## src/hw/rtl/timed_frame_sequencer_macros.svh

```systemverilog
// assertion macros shared by the frame sequencer rtl
`ifndef TIMED_FRAME_SEQUENCER_MACROS_SVH
`define TIMED_FRAME_SEQUENCER_MACROS_SVH

// same-cycle implication, sampled on clk, off during reset
`define TFS_ASSERT_IMPL(label, ante, cons, msg) \
    label: assert property (@(posedge clk) disable iff (!rst_n) (ante) |-> (cons)) \
        else $error(msg);

// next-cycle implication, sampled on clk, off during reset
`define TFS_ASSERT_NEXT(label, ante, cons, msg) \
    label: assert property (@(posedge clk) disable iff (!rst_n) (ante) |=> (cons)) \
        else $error(msg);

`endif

```

## src/hw/rtl/tfs_pkg.sv

```systemverilog
// shared constants, codes and types of the frame sequencer
`default_nettype none

package tfs_pkg;

    // table depth and number of known clips
    localparam int MAX_FRAMES = 32;
    localparam int ANIM_COUNT = 16;

    // opcodes of an input word
    localparam logic [1:0] OP_TICK  = 2'd0;
    localparam logic [1:0] OP_WRITE = 2'd1;
    localparam logic [1:0] OP_PLAY  = 2'd2;
    localparam logic [1:0] OP_TAKE  = 2'd3;

    // result status codes
    localparam logic [1:0] ST_OK    = 2'd0;
    localparam logic [1:0] ST_INVAL = 2'd1;
    localparam logic [1:0] ST_UNSUP = 2'd2;

    // one input word
    typedef struct packed {
        logic [1:0]  opcode;
        logic [15:0] elapsed_ms;
        logic [4:0]  frame_slot;
        logic [15:0] duration_value;
        logic [7:0]  anim_id;
        logic [5:0]  clip_frames;
        logic        loop_clip;
    } item_t;

    // one result word
    typedef struct packed {
        logic [1:0]  status;
        logic        frame_valid;
        logic [4:0]  frame_pos;
        logic [15:0] frame_duration;
        logic        is_playing;
        logic [7:0]  current_anim;
        logic        completed;
        logic [7:0]  done_anim;
    } result_t;

    // controller to datapath commands
    typedef struct packed {
        logic       capture;
        logic       tick_add;
        logic       step;
        logic       wr_dur;
        logic       chk_clear;
        logic       chk_inc;
        logic       sel_chk;
        logic       commit;
        logic       take;
        logic       res_load;
        logic [1:0] res_status;
    } dp_cmd_t;

    // datapath to controller status
    typedef struct packed {
        logic [1:0] op;
        logic       slot_bad;
        logic [1:0] play_code;
        logic       step_brk;
        logic       chk_zero;
        logic       chk_last;
        logic       out_free;
    } dp_sts_t;

endpackage

`default_nettype wire

```

## src/hw/rtl/tfs_datapath.sv

```systemverilog
// duration table, playback state, step logic and result register
`default_nettype none

module tfs_datapath (
    input  logic             clk,
    input  logic             rst_n,
    input  tfs_pkg::item_t   item,
    input  tfs_pkg::dp_cmd_t cmd,
    input  logic             rsp_ready,
    output tfs_pkg::dp_sts_t sts,
    output tfs_pkg::result_t res,
    output logic             res_valid
);
    import tfs_pkg::*;

    // duration table, cleared at reset
    logic [15:0] dur_tbl_reg [MAX_FRAMES];

    // playback state
    logic [4:0]  pos_reg,     pos_next;
    logic [16:0] tif_reg,     tif_next;
    logic        playing_reg, playing_next;
    logic        pending_reg, pending_next;
    logic        loaded_reg,  loaded_next;
    logic        loop_reg,    loop_next;
    logic [7:0]  anim_reg,    anim_next;
    logic [5:0]  len_reg,     len_next;

    // work registers
    logic [5:0]  zrun_reg,    zrun_next;
    logic [4:0]  chk_reg,     chk_next;
    logic        comp_reg,    comp_next;
    logic [7:0]  comp_id_reg, comp_id_next;
    item_t       item_reg,    item_next;
    result_t     res_reg,     res_next;
    logic        res_vld_reg, res_vld_next;

    logic [4:0]  rd_addr;
    logic [15:0] rd_dur;
    logic [16:0] dur_ext;
    logic [6:0]  zrun_inc;
    logic [5:0]  pos_inc;
    logic        zrun_over;

    // single table read, scan index or current frame
    assign rd_addr = cmd.sel_chk ? chk_reg : pos_reg;
    assign rd_dur  = dur_tbl_reg[rd_addr];
    assign dur_ext = {1'b0, rd_dur};

    // step decision terms
    assign zrun_inc  = {1'b0, zrun_reg} + 7'd1;
    assign pos_inc   = {1'b0, pos_reg} + 6'd1;
    assign zrun_over = (rd_dur == 16'd0) && (zrun_inc > {1'b0, len_reg});

    // status toward the controller
    always_comb
    begin
        sts.op       = item_reg.opcode;
        sts.slot_bad = ({1'b0, item_reg.frame_slot} >= 6'(MAX_FRAMES));
        if (item_reg.anim_id >= 8'(ANIM_COUNT))
            sts.play_code = ST_INVAL;
        else if (item_reg.clip_frames == 6'd0)
            sts.play_code = ST_UNSUP;
        else if ({1'b0, item_reg.clip_frames} > 7'(MAX_FRAMES))
            sts.play_code = ST_INVAL;
        else
            sts.play_code = ST_OK;
        sts.step_brk = !playing_reg || (tif_reg < dur_ext) || zrun_over;
        sts.chk_zero = (rd_dur == 16'd0);
        sts.chk_last = (({1'b0, chk_reg} + 6'd1) == item_reg.clip_frames);
        sts.out_free = !res_vld_reg || rsp_ready;
    end

    // next-state logic
    always_comb
    begin
        pos_next     = pos_reg;
        tif_next     = tif_reg;
        playing_next = playing_reg;
        pending_next = pending_reg;
        loaded_next  = loaded_reg;
        loop_next    = loop_reg;
        anim_next    = anim_reg;
        len_next     = len_reg;
        zrun_next    = zrun_reg;
        chk_next     = chk_reg;
        comp_next    = comp_reg;
        comp_id_next = comp_id_reg;
        item_next    = item_reg;
        res_next     = res_reg;
        res_vld_next = res_vld_reg;

        // latch the word, clear take report
        if (cmd.capture)
        begin
            item_next    = item;
            comp_next    = 1'b0;
            comp_id_next = 8'd0;
        end

        // add elapsed time, wraps at 17 bits even while stopped
        if (cmd.tick_add)
        begin
            tif_next  = tif_reg + {1'b0, item_reg.elapsed_ms};
            zrun_next = 6'd0;
        end

        // one frame step
        if (cmd.step)
        begin
            zrun_next = (rd_dur == 16'd0) ? zrun_inc[5:0] : 6'd0;
            tif_next  = tif_reg - dur_ext;
            if (pos_inc < len_reg)
                pos_next = pos_inc[4:0];
            else if (loop_reg)
                pos_next = 5'd0;
            else
            begin
                playing_next = 1'b0;
                pending_next = 1'b1;
                tif_next     = 17'd0;
            end
        end

        // duration scan index
        if (cmd.chk_clear)
            chk_next = 5'd0;
        else if (cmd.chk_inc)
            chk_next = chk_reg + 5'd1;

        // start the clip
        if (cmd.commit)
        begin
            loaded_next  = 1'b1;
            anim_next    = item_reg.anim_id;
            len_next     = item_reg.clip_frames;
            loop_next    = item_reg.loop_clip;
            pos_next     = 5'd0;
            tif_next     = 17'd0;
            playing_next = 1'b1;
            pending_next = 1'b0;
        end

        // take the completion flag
        if (cmd.take)
        begin
            comp_next    = pending_reg;
            comp_id_next = pending_reg ? anim_reg : 8'd0;
            pending_next = 1'b0;
        end

        // result register
        if (res_vld_reg && rsp_ready)
            res_vld_next = 1'b0;
        if (cmd.res_load)
        begin
            res_vld_next            = 1'b1;
            res_next.status         = cmd.res_status;
            res_next.frame_valid    = loaded_reg;
            res_next.frame_pos      = loaded_reg ? pos_reg : 5'd0;
            res_next.frame_duration = loaded_reg ? rd_dur : 16'd0;
            res_next.is_playing     = playing_reg;
            res_next.current_anim   = anim_reg;
            res_next.completed      = comp_reg;
            res_next.done_anim      = comp_id_reg;
        end
    end

    // duration table writes
    always_ff @(posedge clk or negedge rst_n)
    begin
        if (!rst_n)
        begin
            for (int i = 0; i < MAX_FRAMES; i++)
                dur_tbl_reg[i] <= 16'd0;
        end
        else if (cmd.wr_dur && !sts.slot_bad)
        begin
            dur_tbl_reg[item_reg.frame_slot] <= item_reg.duration_value;
        end
    end

    // state registers
    always_ff @(posedge clk or negedge rst_n)
    begin
        if (!rst_n)
        begin
            pos_reg     <= 5'd0;
            tif_reg     <= 17'd0;
            playing_reg <= 1'b0;
            pending_reg <= 1'b0;
            loaded_reg  <= 1'b0;
            loop_reg    <= 1'b0;
            anim_reg    <= 8'(ANIM_COUNT);
            len_reg     <= 6'd0;
            zrun_reg    <= 6'd0;
            chk_reg     <= 5'd0;
            comp_reg    <= 1'b0;
            comp_id_reg <= 8'd0;
            res_vld_reg <= 1'b0;
        end
        else
        begin
            pos_reg     <= pos_next;
            tif_reg     <= tif_next;
            playing_reg <= playing_next;
            pending_reg <= pending_next;
            loaded_reg  <= loaded_next;
            loop_reg    <= loop_next;
            anim_reg    <= anim_next;
            len_reg     <= len_next;
            zrun_reg    <= zrun_next;
            chk_reg     <= chk_next;
            comp_reg    <= comp_next;
            comp_id_reg <= comp_id_next;
            res_vld_reg <= res_vld_next;
        end
    end

    // payload registers
    always_ff @(posedge clk)
    begin
        item_reg <= item_next;
        res_reg  <= res_next;
    end

    assign res       = res_reg;
    assign res_valid = res_vld_reg;

endmodule

`default_nettype wire

```

## config.mk

```make
export PLATFORM = sky130hd
export DESIGN_NAME = tfs_datapath
export DESIGN_NICKNAME = d
export VERILOG_FILES = /design/src/hw/rtl/timed_frame_sequencer_macros.svh /design/src/hw/rtl/tfs_pkg.sv /design/src/hw/rtl/tfs_datapath.sv
export SDC_FILE = /design/constraint.sdc
export NUM_CORES = 1
export LEC_CHECK = 0
export BUFFER_PORTS_ARGS = -buffer_cell sky130_fd_sc_hd__buf_2
export CORE_ASPECT_RATIO = 1.75
export CORE_MARGIN = 1
export CORE_UTILIZATION = 50
export CTS_BUF_LIST = sky130_fd_sc_hd__clkbuf_8
export DETAILED_ROUTE_END_ITERATION = 7
export PLACE_DENSITY = 0.79
export SETUP_SLACK_MARGIN = 0.4
export SYNTH_ARGS = -nofsm -noshare
export SYNTH_HDL_FRONTEND = slang
export SYNTH_SLANG_ARGS = --single-unit
```

## constraint.sdc

```tcl
create_clock -name clk -period 6.95 [get_ports clk]
set_input_delay 0.695 -clock clk [delete_from_list [all_inputs] [get_ports clk]]
set_output_delay 0.695 -clock clk [all_outputs]
set_load 0.02 [all_outputs]
```

Yosys cells after proc, flatten, opt, wreduce, memory -nomap -nowiden
Cells that the tools add are included.
{"block": "classes", "add_sub_neg": 6, "n_lt_le_gt_ge": 8, "n_eq_ne": 5, "n_mux": 40, "bitwise_logic": 2, "reduce_logical": 21}
{"operator": "$bwmux W512", "n": 1}
{"operator": "$mux W17", "n": 5}
{"operator": "$bmux W16 S5", "n": 1}
{"operator": "$demux W16 S5", "n": 1}
{"operator": "$mux W16", "n": 3}
{"operator": "$mux W5", "n": 7}
{"operator": "$mux W8", "n": 3}
{"operator": "$mux W6", "n": 3}
{"operator": "$add A17 B16 Y17", "n": 1}
{"operator": "$lt A17 B16 Y1", "n": 1}
{"operator": "$sub A17 B16 Y17", "n": 1}
{"operator": "$logic_not A16 Y1", "n": 1}
{"operator": "$mux W1", "n": 14}
{"operator": "$add A5 B1 Y6 const B", "n": 2}
{"operator": "$ge A6 B6 Y1 const B", "n": 2}
{"operator": "$not A5 Y6", "n": 2}
{"operator": "$reduce_bool A2 Y1", "n": 5}
{"operator": "$reduce_bool A3 Y1", "n": 3}
{"operator": "$ge A8 B5 Y1 const B", "n": 1}
{"operator": "$add A6 B1 Y7 const B", "n": 1}
{"operator": "$gt A7 B6 Y1", "n": 1}
{"operator": "$eq A6 B6 Y1", "n": 1}
{"operator": "$gt A6 B6 Y1 const B", "n": 1}
{"operator": "$logic_not A6 Y1", "n": 1}
{"operator": "other kinds (11)", "n": 20}
{"block": "word_totals", "regBits": 669, "in_bits": 69, "output_inout_bits": 52, "wordCells": 142}

Depth between registers and ports, before layout
{"block": "logic_depth", "depth_word": 10, "mapped_depth": 23, "ltp_nobuf": 19}

Worst setup path after synthesis
Ideal clock, no wire load.
{"block": "synth_path", "kind": "input to register", "start": "in cmd[5] (netlist bit)", "end": "reg tif_reg[16]", "setup_ns": 0.067, "t_arrival_ns": 5.068, "required_ns": 6.883, "slack_ns": 1.815, "cell_stages": 21, "path_buffers": 3, "cell_sequence": "buf_6 > buf_2 > mux2i_2 > clkbuf_1 > a31oi_1 > o221ai_1 > o2bb2ai_1 > or4b_2 > inv_1 > ha_1 > inv_1 > fa_1 > a21o_1 > a21o_1 > a21oi_1 > o31ai_1 > o211a_1 > o21a_1 > a41o_1 > a2111oi_0 > a221o_1"}
{"block": "synth_via", "elab_chain_cells": 10}
{"item": "start, declared", "line": "tfs_datapath.sv:8", "text": "input tfs_pkg::dp_cmd_t cmd,"}
{"item": "$mux W5 (*)", "line": "tfs_datapath.sv:46", "text": "assign rd_addr = cmd.sel_chk ? chk_reg : pos_reg;"}
{"item": "$not A5 Y6 (not written as such) (*)", "line": "tfs_datapath.sv:47", "text": "assign rd_dur = dur_tbl_reg[rd_addr];"}
{"item": "$bmux W16 S5 (*)", "line": "tfs_datapath.sv:47"}
{"item": "$mux W16 (not written as such) (*) (2 in series)", "line": "tfs_datapath.sv:47"}
{"item": "net rd_dur[0]", "line": "tfs_datapath.sv:39", "text": "logic [15:0] rd_dur;"}
{"item": "$sub A17 B16 Y17 (*)", "line": "tfs_datapath.sv:112", "text": "tif_next = tif_reg - dur_ext;"}
{"item": "$mux W17", "line": "tfs_datapath.sv:115", "text": "else if (loop_reg)"}
{"item": "$mux W17 (*)", "line": "tfs_datapath.sv:113", "text": "if (pos_inc < len_reg)"}
{"item": "$mux W17 (*)", "line": "tfs_datapath.sv:109", "text": "if (cmd.step)"}
{"item": "$mux W17 (*)", "line": "tfs_datapath.sv:132", "text": "if (cmd.commit)"}
{"item": "end signal, assigned", "line": "tfs_datapath.sv:205", "text": "tif_reg <= tif_next;"}
{"item": "end, declared", "line": "tfs_datapath.sv:21", "text": "logic [16:0] tif_reg, tif_next;"}
The timed path passes the listed nets; every way through them passes the cells marked *. The select of a mux whose other input is x is not followed.
A chain may end at the register's enable or synchronous reset.

==> impl_metrics.json <==
{
  "postRouteWirelength_um": 94600,
  "cellLeakagePower_nw": 15.8,
  "min_delay_path_depth": 1,
  "outcome": "finished, final reports clean",
  "tns_ns": 0,
  "vias_in_the_first_global_route": 24500,
  "floorplan.die.width_um": 195,
  "cts_inserted_buffers": 94,
  "maxCapViolations": 0,
  "netlist_instances": 2675,
  "synth-warning-count": 0,
  "yosys_register_bits": 669,
  "setup_slack_ns": 0.593,
  "largest_net_degree_at_the_start_of_global_routing": 209,
  "rsz_0062_raised_after_global_routing": "no",
  "post_synthesis_compound_gate_area_fraction": 0.0901,
  "crit_required_ns": 6.25,
  "crit_path_top_delay_cell": "or4b_2",
  "final_cell_mix": "dfrtp_1, mux2_2, nand2_1",
  "path_cells": "mux2_2 -> buf_4 -> nand2_1 -> o221ai_1 -> o2bb2ai_1 -> or4b_2 -> inv_1 -> ha_1 -> inv_1 -> a21o_1 -> a41o_1 -> o211ai_1 -> a31oi_1 -> o2111ai_1 -> nand2_1 -> a211oi_1 -> a211o_1 -> buf_2",
  "synth_simple_gate_area_share": 0.0929,
  "worst-r2r-setup-slack_ns": 1.40,
  "antenna_violations_before_repair": 3,
  "dp_worst_setup_slack_ns": 0.674,
  "finalWeightedCongestion": 0.973,
  "fin_skew_ns": 0.0364,
  "boundaryPins": 121,
  "critPathTopFamily": "compound AO/OA/AOI/OAI gates",
  "placement_rows": 123,
  "clock.fmax_ghz": 0.157,
  "dominantRegCellSynth": "dfrtp_1",
  "min_from": "item[29]",
  "report.final.setup_viol": 0,
  "critPathLaunchType": "flip-flop",
  "cts_max_level": 3,
  "synth_cell_types": 89,
  "initial_core_util": 0.506,
  "fin_nets": 2885,
  "async_flop_share": 0.857,
  "max-clock-path-buffers": 3,
  "fin_area_sq_mm": 0.0359,
  "iteration_0_drc_count_of_the_detailed_router": 1960,
  "power_density_mw_per_mm2": 330,
  "fillers": 5212,
  "critPathMaxStageDelay_ns": 0.77,
  "clock_sinks": 669,
  "drtAntennaViolNets": 0,
  "cts_tree": "built",
  "fraction_of_final_layout_cells_sized_beyond_drive_strength_1": 0.325,
  "critPathKind": "reg2out",
  "synth_fp_nets": 2792,
  "synth_xor_area_frac": 0.0110,
  "mostFrequentLayoutCell": "dfrtp_1",
  "vias": 23200,
  "min-delay-path-class": "in2reg",
  "area.growth.synth_to_final_pct": 10.3,
  "post-route-min-period_ns": 6.36,
  "p_total_w": 0.0118,
  "drt-vias-per-instance": 6.35,
  "worst-endpoint-arrival_ns": 5.66,
  "synthesis.area_per_instance_sq_um": 12.2,
  "r2r.worst_path.cells": 19,
  "vdd.ir_drop.worst_mv": 0.154,
  "routed_wire_length_per_instance_um": 25.9,
  "layout.core_utilization": 0.558,
  "synth.yosys.seq_area_share": 0.529,
  "post_synth_instance_area_sq_mm": 0.0325,
  "beginning_of_the_worst_register_to_register_path": "chk_reg[3]",
  "dpl-instance-area_sq_mm": 0.0339,
  "regArea_sq_mm": 0.0172,
  "synth-adder-area-share": 0.0189,
  "detailed_place_hpwl_um": 64300,
  "synth_top_family_by_area": "multiplexers",
  "coreArea_sq_mm": 0.0643,
  "final.period_utilization": 0.915,
  "timing.final.max_slew_violations": 0,
  "synth_edf_count": 96,
  "multiInputGateArea_sq_mm": 0.0144,
  "crit_path_max_fanout": 20,
  "hold_viol": 0,
  "die_area_sq_mm": 0.0661,
  "cp.buffers_inverters": 4,
  "remaining_drc_errors": 0,
  "cp-end-kind": "output port",
  "yosys-mux-area-fraction": 0.227,
  "port_buffers": 119,
  "measured_slew_at_the_worst_slew_check_pin_ns": 1.39,
  "relSlewSlack": 0.0733,
  "grt_util_all_layers": 0.288,
  "clk_transition_reported_paths_ns": 0.07,
  "die_height_um": 339,
  "max_ffs_per_register": 512,
  "drt_first_pass_iters": 8,
  "hold-path-endpoint": "item_reg[29]",
  "grt_pass1_wl_um": 145000,
  "r2r-end": "tif_reg[16]",
  "clockRootBuffer": "clkbuf_8",
  "clock_latency_on_the_worst_skew_pair_ns": 0.72,
  "grt_overflow": 0
}
cell type report:
cell class,instances,area share
clock inverters,57,0.00979
well taps,812,0.0283
diodes,1,0.0000697
multi-input cells,1771,0.401
repair buffers,194,0.0344
clock buffers,112,0.0429
flip-flops and latches,669,0.480
inverters,38,0.00397
worst reg2reg max path, cell delays in order (launching register included):
cell,delay [ns]
dfrtp_1,0.61
mux2_2,0.42
buf_4,0.34
nand2_1,0.28
o221ai_1,0.29
o2bb2ai_1,0.08
or4b_2,0.77
inv_1,0.10
ha_1,0.14
inv_1,0.06
fa_1,0.42
a21o_1,0.19
a21o_1,0.21
a21oi_1,0.23
o31ai_1,0.13
o211a_1,0.23
o21a_1,0.18
a41o_1,0.25
a2111oi_0,0.38
a221o_1,0.17
cell families (layout without fill, tap and decap cells):
| kind of cell | after synthesis | in the layout |
|---|---|---|
| other cells | 1 | 2 |
| compound gates | 431 | 431 |
| fa+ha+maj | 48 | 48 |
| buf+inv | 235 | 401 |
| flops | 669 | 669 |
| xor+xnor | 41 | 41 |
| mux | 623 | 623 |
| simple gates | 627 | 627 |
cells in the mapped netlist (8+ instances only):
master,count,area (sq um)
dfrtp_1,572,14300
mux2_2,519,5840
nand2_1,223,837
clkbuf_1,136,510
nor2_1,107,402
edfxtp_1,96,2880
a21oi_1,95,475
nand3_1,85,425
o21ai_0,71,355
nand2b_1,67,419
mux2i_1,63,631
ha_1,46,576
a22oi_1,43,323
nor2b_1,42,263
a211oi_1,40,300
mux4_2,38,856
o22ai_1,38,238
buf_2,34,170
inv_1,34,128
nor3_1,31,155
xnor2_1,26,228
a21o_1,21,158
a22o_1,16,140
and3_1,15,93.8
xor2_1,15,131
buf_1,13,48.8
o211ai_1,9,67.6
o221ai_1,9,78.8
or2_2,9,56.3
a32oi_1,8,70.1
nand4_1,8,50.1
report_power, final:
| group | internal [W] | leakage [nW] | total (W) | switching (W) |
|---|---|---|---|---|
| sequential | 0.00492 | 8.28 | 0.00556 | 0.000635 |
| combinational | 0.00154 | 6.48 | 0.00317 | 0.00163 |
| clock | 0.00158 | 1.09 | 0.00311 | 0.00153 |
worst max-delay path by stage:
stage / start / endpoint / slack (ns) / cells past startpoint
global placement: cmd[5] / sts[3] / 0.69 / 19
global route: pos_reg[1] / sts[3] / 0.40 / 17
floorplan: cmd[5] / tif_reg[16] / 1.81 / 21
CTS: pos_reg[1] / sts[3] / 0.46 / 17
detailed placement: cmd[5] / sts[3] / 0.67 / 19
finish: chk_reg[3] / sts[3] / 0.59 / 18
through the flow:
step                      hold WS (ns)  cells
after floorplan                  0.399   2675
after global placement           0.433   3479
after detailed placement         0.432   3479
after CTS                        0.111   3649
after global routing             0.132   3654
final                            0.144   3654
metal layers:
metal	vias up	part of all wire	track usage
li1	9914	-	-
met3	421	0.065	0.0481
met2	1177	0.50	0.495
met1	11700	0.35	0.319
met5	-	0.00013	0
met4	2	0.082	0.220
timing repair:
item | 4_1_cts | 5_1_grt
setup endpoints to repair | 0 | 1
gates resized for setup | 0 | 4
setup buffers | 0 | 4
hold buffers | 1 | 0
endpoints found under the hold margin | 65 | 0
No activity file was read; power rests on OpenSTA's default activity.
