--- src/hw/rtl/timed_frame_sequencer_macros.svh ---
// assertion macros shared by the frame sequencer rtl
`ifndef TIMED_FRAME_SEQUENCER_MACROS_SVH
`define TIMED_FRAME_SEQUENCER_MACROS_SVH

// same-cycle implication, sampled on clk, off during reset
`define TFS_ASSERT_IMPL(label, ante, cons, msg) \
    label: assert property (@(posedge clk) disable iff (!rst_n) (ante) |-> (cons)) \
        else $error(msg);

// next-cycle implication, sampled on clk, off during reset
`define TFS_ASSERT_NEXT(label, ante, cons, msg) \
    label: assert property (@(posedge clk) disable iff (!rst_n) (ante) |=> (cons)) \
        else $error(msg);

`endif

--- src/hw/rtl/tfs_pkg.sv ---
// shared constants, codes and types of the frame sequencer
`default_nettype none

package tfs_pkg;

    // table depth and number of known clips
    localparam int MAX_FRAMES = 32;
    localparam int ANIM_COUNT = 16;

    // opcodes of an input word
    localparam logic [1:0] OP_TICK  = 2'd0;
    localparam logic [1:0] OP_WRITE = 2'd1;
    localparam logic [1:0] OP_PLAY  = 2'd2;
    localparam logic [1:0] OP_TAKE  = 2'd3;

    // result status codes
    localparam logic [1:0] ST_OK    = 2'd0;
    localparam logic [1:0] ST_INVAL = 2'd1;
    localparam logic [1:0] ST_UNSUP = 2'd2;

    // one input word
    typedef struct packed {
        logic [1:0]  opcode;
        logic [15:0] elapsed_ms;
        logic [4:0]  frame_slot;
        logic [15:0] duration_value;
        logic [7:0]  anim_id;
        logic [5:0]  clip_frames;
        logic        loop_clip;
    } item_t;

    // one result word
    typedef struct packed {
        logic [1:0]  status;
        logic        frame_valid;
        logic [4:0]  frame_pos;
        logic [15:0] frame_duration;
        logic        is_playing;
        logic [7:0]  current_anim;
        logic        completed;
        logic [7:0]  done_anim;
    } result_t;

    // controller to datapath commands
    typedef struct packed {
        logic       capture;
        logic       tick_add;
        logic       step;
        logic       wr_dur;
        logic       chk_clear;
        logic       chk_inc;
        logic       sel_chk;
        logic       commit;
        logic       take;
        logic       res_load;
        logic [1:0] res_status;
    } dp_cmd_t;

    // datapath to controller status
    typedef struct packed {
        logic [1:0] op;
        logic       slot_bad;
        logic [1:0] play_code;
        logic       step_brk;
        logic       chk_zero;
        logic       chk_last;
        logic       out_free;
    } dp_sts_t;

endpackage

`default_nettype wire

--- src/hw/rtl/tfs_ctrl.sv ---
// controller state machine of the frame sequencer
`default_nettype none

module tfs_ctrl (
    input  logic             clk,
    input  logic             rst_n,
    input  logic             in_valid,
    input  tfs_pkg::dp_sts_t sts,
    output logic             in_ready,
    output tfs_pkg::dp_cmd_t cmd
);
    import tfs_pkg::*;

    localparam logic [2:0] S_IDLE   = 3'd0;
    localparam logic [2:0] S_DECODE = 3'd1;
    localparam logic [2:0] S_STEP   = 3'd2;
    localparam logic [2:0] S_CHECK  = 3'd3;
    localparam logic [2:0] S_RESULT = 3'd4;

    logic [2:0] state_reg,  state_next;
    logic [1:0] status_reg, status_next;

    // sequencing and command decode
    always_comb
    begin
        state_next     = state_reg;
        status_next    = status_reg;
        cmd            = '0;
        cmd.res_status = status_reg;
        in_ready       = 1'b0;

        case (state_reg)
            S_IDLE:
            begin
                in_ready = 1'b1;
                if (in_valid)
                begin
                    cmd.capture = 1'b1;
                    state_next  = S_DECODE;
                end
            end
            S_DECODE:
            begin
                status_next = ST_OK;
                state_next  = S_RESULT;
                case (sts.op)
                    OP_TICK:
                    begin
                        cmd.tick_add = 1'b1;
                        state_next   = S_STEP;
                    end
                    OP_WRITE:
                    begin
                        cmd.wr_dur  = 1'b1;
                        status_next = sts.slot_bad ? ST_INVAL : ST_OK;
                    end
                    OP_PLAY:
                    begin
                        if (sts.play_code != ST_OK)
                            status_next = sts.play_code;
                        else
                        begin
                            cmd.chk_clear = 1'b1;
                            state_next    = S_CHECK;
                        end
                    end
                    OP_TAKE:
                    begin
                        cmd.take = 1'b1;
                    end
                    default:
                    begin
                        state_next = S_RESULT;
                    end
                endcase
            end
            // a frame per cycle while playing and time due
            S_STEP:
            begin
                if (sts.step_brk)
                    state_next = S_RESULT;
                else
                    cmd.step = 1'b1;
            end
            // scan the clip durations for a zero entry
            S_CHECK:
            begin
                cmd.sel_chk = 1'b1;
                if (sts.chk_zero)
                begin
                    status_next = ST_INVAL;
                    state_next  = S_RESULT;
                end
                else if (sts.chk_last)
                begin
                    cmd.commit = 1'b1;
                    state_next = S_RESULT;
                end
                else
                    cmd.chk_inc = 1'b1;
            end
            S_RESULT:
            begin
                if (sts.out_free)
                begin
                    cmd.res_load = 1'b1;
                    state_next   = S_IDLE;
                end
            end
            default:
            begin
                state_next = S_IDLE;
            end
        endcase
    end

    // state registers
    always_ff @(posedge clk or negedge rst_n)
    begin
        if (!rst_n)
        begin
            state_reg  <= S_IDLE;
            status_reg <= ST_OK;
        end
        else
        begin
            state_reg  <= state_next;
            status_reg <= status_next;
        end
    end

endmodule

`default_nettype wire

--- config.mk ---
export PLATFORM = sky130hd
export DESIGN_NAME = tfs_ctrl
export DESIGN_NICKNAME = d
export VERILOG_FILES = /design/src/hw/rtl/timed_frame_sequencer_macros.svh /design/src/hw/rtl/tfs_pkg.sv /design/src/hw/rtl/tfs_ctrl.sv
export SDC_FILE = /design/constraint.sdc
export NUM_CORES = 1
export LEC_CHECK = 0
export BUFFER_PORTS_ARGS = -buffer_cell sky130_fd_sc_hd__buf_2
export CAP_MARGIN = 20
export CELL_PAD_IN_SITES_DETAIL_PLACEMENT = 1
export CELL_PAD_IN_SITES_GLOBAL_PLACEMENT = 1
export CORE_UTILIZATION = 29
export DETAILED_ROUTE_END_ITERATION = 8
export HOLD_SLACK_MARGIN = 0.03
export PLACE_DENSITY_LB_ADDON = 0.1
export SETUP_SLACK_MARGIN = 0.2
export SLEW_MARGIN = 20
export SYNTH_ARGS = -nofsm -noshare
export SYNTH_HDL_FRONTEND = slang
export SYNTH_SLANG_ARGS = --single-unit
--- constraint.sdc ---
create_clock -name clk -period 1.3 [get_ports clk]
set_input_delay 0 -clock clk [delete_from_list [all_inputs] [get_ports clk]]
set_output_delay 0 -clock clk [all_outputs]
set_load 0.05 [all_outputs]
# --- Word-level counts from Yosys, hierarchy flattened ---
# Cells that the tools add are included.
op_classes:
  n_reduce_logical: 6
  eq_ne: 12
  mux: 33
op_table:
  columns: ["op", "n"]
  rows:
  - ["$mux 3", 7]
  - ["$mux 1", 19]
  - ["$pmux 3 s5", 1]
  - ["$ne 2x2->1 const B", 4]
  - ["$pmux 2 s2", 2]
  - ["$eq 3x2->1 const B", 2]
  - ["$mux 2", 3]
  - ["$pmux 3 s2", 1]
  - ["$eq 2x2->1 const B", 2]
  - ["$reduce_and 4->1", 1]
  - ["$reduce_bool 2->1", 2]
  - ["$eq 3x1->1 const B", 1]
  - ["$eq 3x3->1 const B", 1]
  - ["$logic_not 3->1", 1]
  - ["$ne 3x3->1 const B", 1]
  - ["$eq 2x1->1 const B", 1]
  - ["$logic_not 2->1", 1]
  - ["$reduce_and 2->1", 1]
word_totals:
  out_inout_bits: 13
  ff_bits: 5
  inputBits: 12

# --- Longest topological paths before layout ---
# Gate-level depths: netlist of run 1.
depth:
  depth_word: 4
  mapped_depth: 5
  depth_no_buf: 5

# --- Worst setup path before layout of run 1 ---
# OpenSTA, ideal clock, no wires.
synth_path:
  kind: "reg-to-output"
  from: "register state_reg[2]"
  to: "output cmd[11] (netlist name)"
  t_arrival_ps: 1633
  t_required_ps: 1300
  stages_incl_launch_ff: 4
  path_slack_ps: -333
  cell_sequence: "dfrtp_1 -> or2_4 -> nor2_2 -> and2_1"
synth_lines:
  columns: ["element", "line", "text"]
  rows:
  - ["start: declaration", "tfs_ctrl.sv:20", "logic [2:0] state_reg, state_next;"]
  - ["start signal: assignment", "tfs_ctrl.sv:127", "state_reg <= state_next;"]
  - ["end: declaration", "tfs_ctrl.sv:10", "output tfs_pkg::dp_cmd_t cmd"]

==> run summary, run 1 <==
Setup tns final -> -0.628 ns
Final Max Tran Viols -> 0
Met1 Track Usage GR -> 21.6%
Leakage -> 0.428 nW
# IOs -> 25
Failing checks -> setup timing
Max reg flops -> 3
# rows -> 13
H-tree depth -> 1
HP Class -> input pin to flop
Final Cycle Share -> 111%
Max Cap Viol -> 0
Num CTS Buffers -> 3
Power per Cell Area -> 1710 mW/mm^2
#FFs+latches synth -> 5
Vias in the first global route -> 549
Most common cell after layout, fill and taps aside -> buf_2
Grt met3 use -> 4.35%
Area delta synth->final -> 96.4%
Post-detail-place hpwl -> 1.03 mm
Final Wtd Congestion -> 0.720
Hold Fails Final Rpt -> 0
Syn. warnings -> 0
Number of inserted diodes -> 0
Final Instance Count excl. Fillers -> 105
Nets -> 108
Starting DRC count in detailed routing -> 2
Worst Path Arrival -> 1.44 ns
Final WL -> 1.63 mm
Clk sinks -> 5
Mapped Area -> 457 um^2
Grt peak-use layer -> met2
Synthesized Nets -> 68
Via count -> 537
Area of the multi-input gates -> 374 um^2
Chip width -> 41.7 um
CTS tree -> built
FF+latch area -> 129 um^2
Placed cell count -> 91
First-pass GRT wire length -> 2.53 mm
Root buf cell -> clkbuf_4
Clock transition at path regs -> 0.05 ns
Slew HR -> 77.3%
Largest net degree at the start of global routing -> 7
Hold_ws -> 0.0608 ns
Final setup margin -> -0.143 ns
Initial Util -> 33.0%
Placed Area -> 634 um^2
Final setup viols -> 8
Initial antenna violation count -> 0
Post-route DRC -> 0
Setup repair after global routing missed its margin -> yes
Power Total -> 0.00153 W
Avg WL per Cell -> 15.5 um
Number of port buffers -> 24
Clock skew -> 0.00302 ns
Die Y-Extent -> 41.7 um
Fillers -> 163
Critical Path RT -> 1.30 ns
Total global-route track usage -> 19.8%
Commonest non-fill, non-tap cells in the layout -> buf_2, buf_6, buf_8
DR pass1 iterations -> 3
Max Fclk -> 0.693 GHz
Remaining global-route overflow -> 0
Core Area -> 0.00138 mm^2
Peak VDD IR -> 1380 uV
Worst Path Max Fanout -> 5
Status -> finished with violations
Number of library cell types mapped by synthesis -> 28
Crit path capture type -> primary output
Critical path class -> flop to primary output
Min cycle time layout -> 1.44 ns
Share of layout cells above drive strength 1 -> 65.6%
Finished Cell Area -> 897 um^2
Maximum clock path buffer count -> 2
Register area share after synthesis -> 27.4%
Die footprint -> 0.00174 mm^2
Synth Area per Inst -> 8.95 um^2
Slew @ Worst Pin -> 0.339 ns
Met2 GRT Util -> 32.8%
Clk_lat worst skew -> 0.24 ns
Routed Antenna Nets -> 0
Vias per inst -> 5.11
Startpoint Class -> flop
Synth Instances -> 51
[synth_stat cells, drive strengths merged]
| master | instances | area share (%) |
|---|---|---|
| nand3 | 1 | 1.1 |
| nor2 | 3 | 3.0 |
| o21ai | 4 | 5.2 |
| a31oi | 3 | 4.1 |
| o31ai | 2 | 4.4 |
| a22o | 1 | 1.9 |
| inv | 5 | 4.1 |
| nor3 | 2 | 3.3 |
| nand4 | 1 | 1.4 |
| and2 | 5 | 6.8 |
| a211oi | 1 | 1.6 |
| dfrtp | 5 | 27 |
| nor2b | 3 | 4.1 |
| nand3b | 1 | 1.6 |
| nor3b | 2 | 4.4 |
| ha | 5 | 14 |
| nand2 | 1 | 0.82 |
| o21bai | 1 | 1.6 |
| buf | 1 | 2.5 |
| o211a | 1 | 2.2 |
| and3 | 2 | 2.7 |
| or2 | 1 | 1.9 |
[worst paths after layout]
path	start	slack [ns]	to	depth (start not counted)
min in group asynchronous	rst_n	0.10	state_reg[0]$_DFFE_PN0P_	2
max in group asynchronous	rst_n	1.05	state_reg[1]$_DFFE_PN0P_	2
setup / recovery	state_reg[2]$_DFFE_PN0P_	-0.14	cmd[4]	4
hold reg to reg	status_reg[0]$_DFFE_PN0P_	0.52	status_reg[0]$_DFFE_PN0P_	2
setup reg to reg	state_reg[1]$_DFFE_PN0P_	0.01	state_reg[2]$_DFFE_PN0P_	4
hold / removal	sts[5]	0.06	status_reg[1]$_DFFE_PN0P_	3
[worst max-delay path, cell delays in order, from the launching register on]
cell,delay (ns)
dfrtp_2,0.44
nand3b_1,0.30
clkinvlp_4,0.15
and3_4,0.18
buf_8,0.14
[report_power, final]
| group | switching [W] | total (W) | internal, W | leakage (nW) |
|---|---|---|---|---|
| combinational | 0.000579 | 0.00107 | 0.000494 | 0.351 |
| clock | 0.0000680 | 0.000184 | 0.000116 | 0.0150 |
| sequential | 0.0000648 | 0.000276 | 0.000211 | 0.0621 |
[metal layers]
metal / share of wire, % / up-vias
met5: 0 / -
met4: 1.7 / 0
met3: 5.3 / 2
met2: 55 / 25
met1: 38 / 253
li1: - / 257
[metrics by stage]
| step | setup slack [ns] | util (%) |
|---|---|---|
| 4_1_cts | -0.134 | 59.4 |
| 5_1_grt | -0.201 | 64.9 |
| 2_1_floorplan | -0.104 | - |
| 3_3_place_gp | 0.0529 | 45.9 |
| 6_report | -0.143 | 64.9 |
| 3_5_place_dp | 0.0167 | 45.9 |
[logic make-up after synthesis]
family          Yosys count  synth area share [%]
compound gates           13                  21.1
fa+ha+maj                 5                  13.7
buf+inv                   6                  6.58
flops                     5                  27.4
simple gates             22                  31.2
[cell type report]
class,count,share of cell area [%]
well taps,15,2.09
repair buffers,36,36.4
inverters,5,2.51
flip-flops and latches,5,14.4
multi-input cells,40,41.7
clock buffers,4,2.93
[repair_timing]
action / CTS / global route
endpoints found under the setup margin: 15 / 16
pin swaps: 4 / 5
hold buffers: 1 / 0
resized for setup: 36 / 14
hold endpoints to repair: 5 / 0
buffers inserted: 5 / 4
Note: power is estimated with default switching activity, not from simulation.
==> inputs of run 2 (changes only) <==
--- a/config.mk
+++ b/config.mk
@@ -9,7 +9,9 @@
 export CAP_MARGIN = 20
 export CELL_PAD_IN_SITES_DETAIL_PLACEMENT = 1
 export CELL_PAD_IN_SITES_GLOBAL_PLACEMENT = 1
-export CORE_UTILIZATION = 29
+export CORE_UTILIZATION = 31
+export CTS_BUF_LIST = sky130_fd_sc_hd__clkbuf_8
+export CTS_CLUSTER_SIZE = 40
 export DETAILED_ROUTE_END_ITERATION = 8
 export HOLD_SLACK_MARGIN = 0.03
 export PLACE_DENSITY_LB_ADDON = 0.1
==> run 2 against run 1 <==
  * The run still ends with setup timing left
  * Via count rose by 8.6%
  * Clock power grew 56%
  * Register-to-register slack worse by 0.02 ns
  * Total power is 9.4% higher
  * Clock-buffer cell count is 1 lower
==> run summary, run 2 (synthesized netlist as in run 1, its figures left out) <==
Status -> finished with violations
Failing checks -> setup timing
Die footprint -> 0.00163 mm^2
Number of port buffers -> 24
Leakage -> 0.476 nW
Power per Cell Area -> 1740 mW/mm^2
Cell repeated most along the worst path -> buf_6
Flop pwr share -> 15.9%
Slowest cell on the critical path -> dfrtp_2
Final setup margin -> -0.132 ns
Setup repair after global routing missed its margin -> yes
Num CTS Buffers -> 3
Grt peak-use layer -> met2
Grt met3 use -> 8.33%
Slew @ Worst Pin -> 0.328 ns
Final WL -> 2.08 mm
Nets -> 114
Clk_lat worst skew -> 0.23 ns
Worst Path Max Fanout -> 4
Area delta synth->final -> 111%
Hold_ws -> 0.0651 ns
Post-detail-place hpwl -> 1.03 mm
Vias per inst -> 5.25
Initial Util -> 34.2%
Max reg flops -> 3
Max Fclk -> 0.699 GHz
P_int -> 0.000921 W
Final Cycle Share -> 110%
Met1 Track Usage GR -> 26.6%
Maximum clock path buffer count -> 2
Met2 GRT Util -> 40.9%
Final setup viols -> 11
Critical Path RT -> 1.30 ns
Peak VDD IR -> 884 uV
Max Cap Viol -> 0
Clk pwr share -> 17.1%
Share of layout cells above drive strength 1 -> 67.7%
Initial antenna violation count -> 0
Routed Antenna Nets -> 0
Final Wtd Congestion -> 0.682
Critical Path, Cell by Cell -> nand3b_1, buf_6, nor3_4, buf_6
Reg2reg setup slack -> -0.01 ns
Most common cell after layout, fill and taps aside -> buf_2
DR pass1 iterations -> 4
Commonest non-fill, non-tap cells in the layout -> buf_2, buf_6, buf_4
Setup tns final -> -0.731 ns
Remaining global-route overflow -> 0
Slew HR -> 78.0%
P_sw -> 0.000757 W
Total global-route track usage -> 23.6%
Clock skew -> 0.00298 ns
CTS tree -> built
Die Y-Extent -> 40.4 um
Largest net degree at the start of global routing -> 7
Switching part of the total power -> 45.1%
HP Class -> input pin to flop
Critical path class -> flop to primary output
First-pass GRT wire length -> 2.35 mm
Avg WL per Cell -> 18.8 um
Root buf cell -> clkbuf_8
Final Max Tran Viols -> 0
Post-route DRC -> 0
Min cycle time layout -> 1.43 ns
Vias in the first global route -> 499
H-tree depth -> 1
Worst Path Arrival -> 1.43 ns
Startpoint Class -> flop
Chip width -> 40.4 um
Comb power frac -> 67.0%
# rows -> 13
Hold Fails Final Rpt -> 0
Clock transition at path regs -> 0.04 ns
Via count -> 583
Clk sinks -> 5
Crit path largest cell delay -> 0.43 ns
Crit path capture type -> primary output
Starting DRC count in detailed routing -> 9
Number of inserted diodes -> 0
Core Area -> 0.00133 mm^2
# IOs -> 25
## run 2: critical path, delay by kind of cell (launching register included)
kind | cells | cell delay (ns)
flip-flops | 1 | 0.43
AND/OR/NAND/NOR | 2 | 0.41
buffers and inverters | 2 | 0.36
## run 2: layout make-up
type | instances | area, um^2
Clock buffer | 3 | 41.3
Tap cell | 15 | 18.8
Fill cell | 140 | 369
Multi-Input combinational cell | 40 | 379
Inverter | 5 | 22.5
Clock inverter | 1 | 3.75
Sequential cell | 5 | 128
Timing Repair Buffer | 42 | 372
## run 2: power by group through the flow
stage / clock (W) / combinational (W) / sequential, W
2_1_floorplan: 0 / 0.000474 / 0.000309
3_3_place_gp: 0 / 0.000694 / 0.000260
3_5_place_dp: 0 / 0.000700 / 0.000265
4_1_cts: 0.000295 / 0.000957 / 0.000259
5_1_grt: 0.000302 / 0.00119 / 0.000270
6_report: 0.000287 / 0.00112 / 0.000267
## run 2: metrics by stage
stage          utilization [%]  instances  setup slack, ns  total power [W]  cell area, um^2
4_1_cts                   66.5        106          -0.0711          0.00151              887
5_1_grt                   72.3        111           -0.191          0.00176              965
3_3_place_gp              48.7         93           0.0432         0.000955              649
3_5_place_dp              48.7         93          0.00558         0.000965              649
6_report                  72.3        111           -0.132          0.00168              965
2_1_floorplan                -         51           -0.104         0.000783              492
## run 2: final timing paths
check / startpoint / to / cells after the start
min in group asynchronous: rst_n / state_reg[1]$_DFFE_PN0P_ / 2
max in group asynchronous: rst_n / state_reg[2]$_DFFE_PN0P_ / 2
worst min register to register: status_reg[0]$_DFFE_PN0P_ / status_reg[0]$_DFFE_PN0P_ / 2
worst max register to register: state_reg[1]$_DFFE_PN0P_ / state_reg[2]$_DFFE_PN0P_ / 5
worst max-delay path: state_reg[2]$_DFFE_PN0P_ / cmd[6] / 4
worst min-delay path: sts[5] / status_reg[1]$_DFFE_PN0P_ / 3
## run 2: layer usage
metal / vias up / wire length (um)
met4: 0 / 57
li1: 273 / -
met5: - / 0
met3: 6 / 57
met1: 284 / 893
met2: 20 / 1070
## run 2: repair_timing
| action | in CTS | in global routing |
|---|---|---|
| gates resized for setup | 37 | 11 |
| buffers inserted | 8 | 5 |
| endpoints found under the hold margin | 5 | 0 |
| endpoints found under the setup margin | 16 | 16 |
| pin swaps | 6 | 3 |
| hold buffers | 1 | 0 |
==> inputs of run 3 (changes only) <==
--- a/config.mk
+++ b/config.mk
@@ -13,8 +13,10 @@
 export CTS_BUF_LIST = sky130_fd_sc_hd__clkbuf_8
 export CTS_CLUSTER_SIZE = 40
 export DETAILED_ROUTE_END_ITERATION = 8
+export GPL_ROUTABILITY_DRIVEN = 0
 export HOLD_SLACK_MARGIN = 0.03
 export PLACE_DENSITY_LB_ADDON = 0.1
+export REMOVE_ABC_BUFFERS = 1
 export SETUP_SLACK_MARGIN = 0.2
 export SLEW_MARGIN = 20
 export SYNTH_ARGS = -nofsm -noshare
==> run 3 against run 2 <==
  * The flow still finishes with violations (setup timing)
  * Critical endpoint is now cmd[11]
  * Largest cell class unchanged
  * Highest routed layer unchanged
  * Sequential cell count unchanged
  * Setup slack better by 0.087 ns
  * Critical path type unchanged
  * Cell count fell by 3.6%
  * Worst hold slack improved by 0.029 ns
  * Clock-buffer cell count did not move
==> run summary, run 3 (synthesized netlist as in run 1, its figures left out) <==
Most common cell after layout, fill and taps aside -> buf_2
Critical Path RT -> 1.30 ns
Max reg flops -> 3
Vias in the first global route -> 531
Chip width -> 40.4 um
Critical Path, Cell by Cell -> or2_4, nor2_4, and2_4, buf_8
Hold_ws -> 0.0945 ns
Number of inserted diodes -> 0
HP Class -> input pin to flop
Post-detail-place hpwl -> 952 um
H-tree depth -> 1
Max Cap Viol -> 0
Failing checks -> setup timing
Finished Cell Area -> 898 um^2
Final Max Tran Viols -> 0
Core Area -> 0.00133 mm^2
Final setup margin -> -0.0446 ns
Root buf cell -> clkbuf_8
Power per Cell Area -> 1820 mW/mm^2
Worst Path Arrival -> 1.34 ns
Final WL -> 1.88 mm
Placed Area -> 599 um^2
# rows -> 13
Pre-CTS setup slack -> 0.128 ns
Slew @ Worst Pin -> 0.468 ns
Maximum clock path buffer count -> 2
Crit path capture type -> primary output
Post-route DRC -> 0
Commonest non-fill, non-tap cells in the layout -> buf_2, buf_4, buf_6
Share of layout cells above drive strength 1 -> 64.1%
Final Cycle Share -> 103%
Power Total -> 0.00164 W
Max Fclk -> 0.744 GHz
DR pass1 iterations -> 2
Post-layout util -> 67.4%
Slowest cell on the critical path -> dfrtp_2
Critical path class -> flop to primary output
Initial Util -> 34.2%
Crit path largest cell delay -> 0.43 ns
Remaining global-route overflow -> 0
# IOs -> 25
Largest net degree at the start of global routing -> 7
Status -> finished with violations
Setup repair after global routing missed its margin -> yes
Via count -> 538
Num CTS Buffers -> 3
Avg WL per Cell -> 17.5 um
Total global-route track usage -> 22.3%
Clock transition at path regs -> 0.04 ns
First-pass GRT wire length -> 2.31 mm
Initial antenna violation count -> 0
Min cycle time layout -> 1.34 ns
Hold Fails Final Rpt -> 0
Starting DRC count in detailed routing -> 1
Worst Path Max Fanout -> 5
Leakage -> 0.448 nW
Startpoint Class -> flop
Die footprint -> 0.00163 mm^2
Area delta synth->final -> 96.7%
Die Y-Extent -> 40.4 um
Clock skew -> 0.00643 ns
Final setup viols -> 9
Peak VDD IR -> 992 uV
Routed Antenna Nets -> 0
Clk_lat worst skew -> 0.23 ns
Clk sinks -> 5
Nets -> 110
Number of port buffers -> 24
Vias per inst -> 5.03
CTS tree -> built
Slew HR -> 68.7%
[run 3: power by group]
part	leakage, nW	internal [W]	switching [W]	total, W
Clock	0.0269	0.000203	0.0000869	0.000290
Sequential	0.0621	0.000212	0.0000555	0.000267
Combinational	0.359	0.000491	0.000591	0.00108
Total	0.448	0.000906	0.000734	0.00164
[run 3: per-stage QoR]
step	instances	setup TNS, ns
floorplan	50	-1.05
global placement	91	0
detailed placement	91	0
CTS	101	-0.0147
global route	107	-0.733
finish	107	-0.219
[run 3: cell type report]
type / instances / area, um^2
fillers: 155 / 435
multi-input cells: 40 / 364
repair buffers: 38 / 323
flip-flops and latches: 5 / 129
clock buffers: 3 / 41.3
inverters: 5 / 18.8
well taps: 15 / 18.8
clock inverters: 1 / 3.75
[run 3: layer usage]
| metal | track usage (%) | part of all wire (%) |
|---|---|---|
| met1 | 24.6 | 38 |
| met3 | 8.89 | 4.2 |
| met5 | 0 | 0 |
| met4 | 2.50 | 1.1 |
| met2 | 40.9 | 57 |
[run 3: path summary, 6_finish.rpt]
check                           slack, ns                       from  cells past startpoint                   endpoint
worst max-delay path                -0.04   state_reg[2]$_DFFE_PN0P_                      4                    cmd[11]
worst min-delay path                 0.09                     sts[5]                      3  status_reg[1]$_DFFE_PN0P_
worst max register to register       0.01   state_reg[0]$_DFFE_PN0P_                      6  status_reg[1]$_DFFE_PN0P_
worst min register to register       0.55  status_reg[1]$_DFFE_PN0P_                      2  status_reg[1]$_DFFE_PN0P_
max in group asynchronous            0.98                      rst_n                      2   state_reg[2]$_DFFE_PN0P_
min in group asynchronous            0.17                      rst_n                      2   state_reg[1]$_DFFE_PN0P_
[run 3: repair_timing]
item	CTS	global route
hold endpoints to repair	5	0
pin swaps	4	5
gates resized for setup	33	15
setup endpoints to repair	11	16
setup buffers	5	6
hold buffers	1	0
[run 3: worst max-delay path, delay by kind of cell (launching register included)]
family / cells / cell delay, ns
buffers and inverters: 1 / 0.13
flip-flops: 1 / 0.43
AND/OR/NAND/NOR: 3 / 0.55
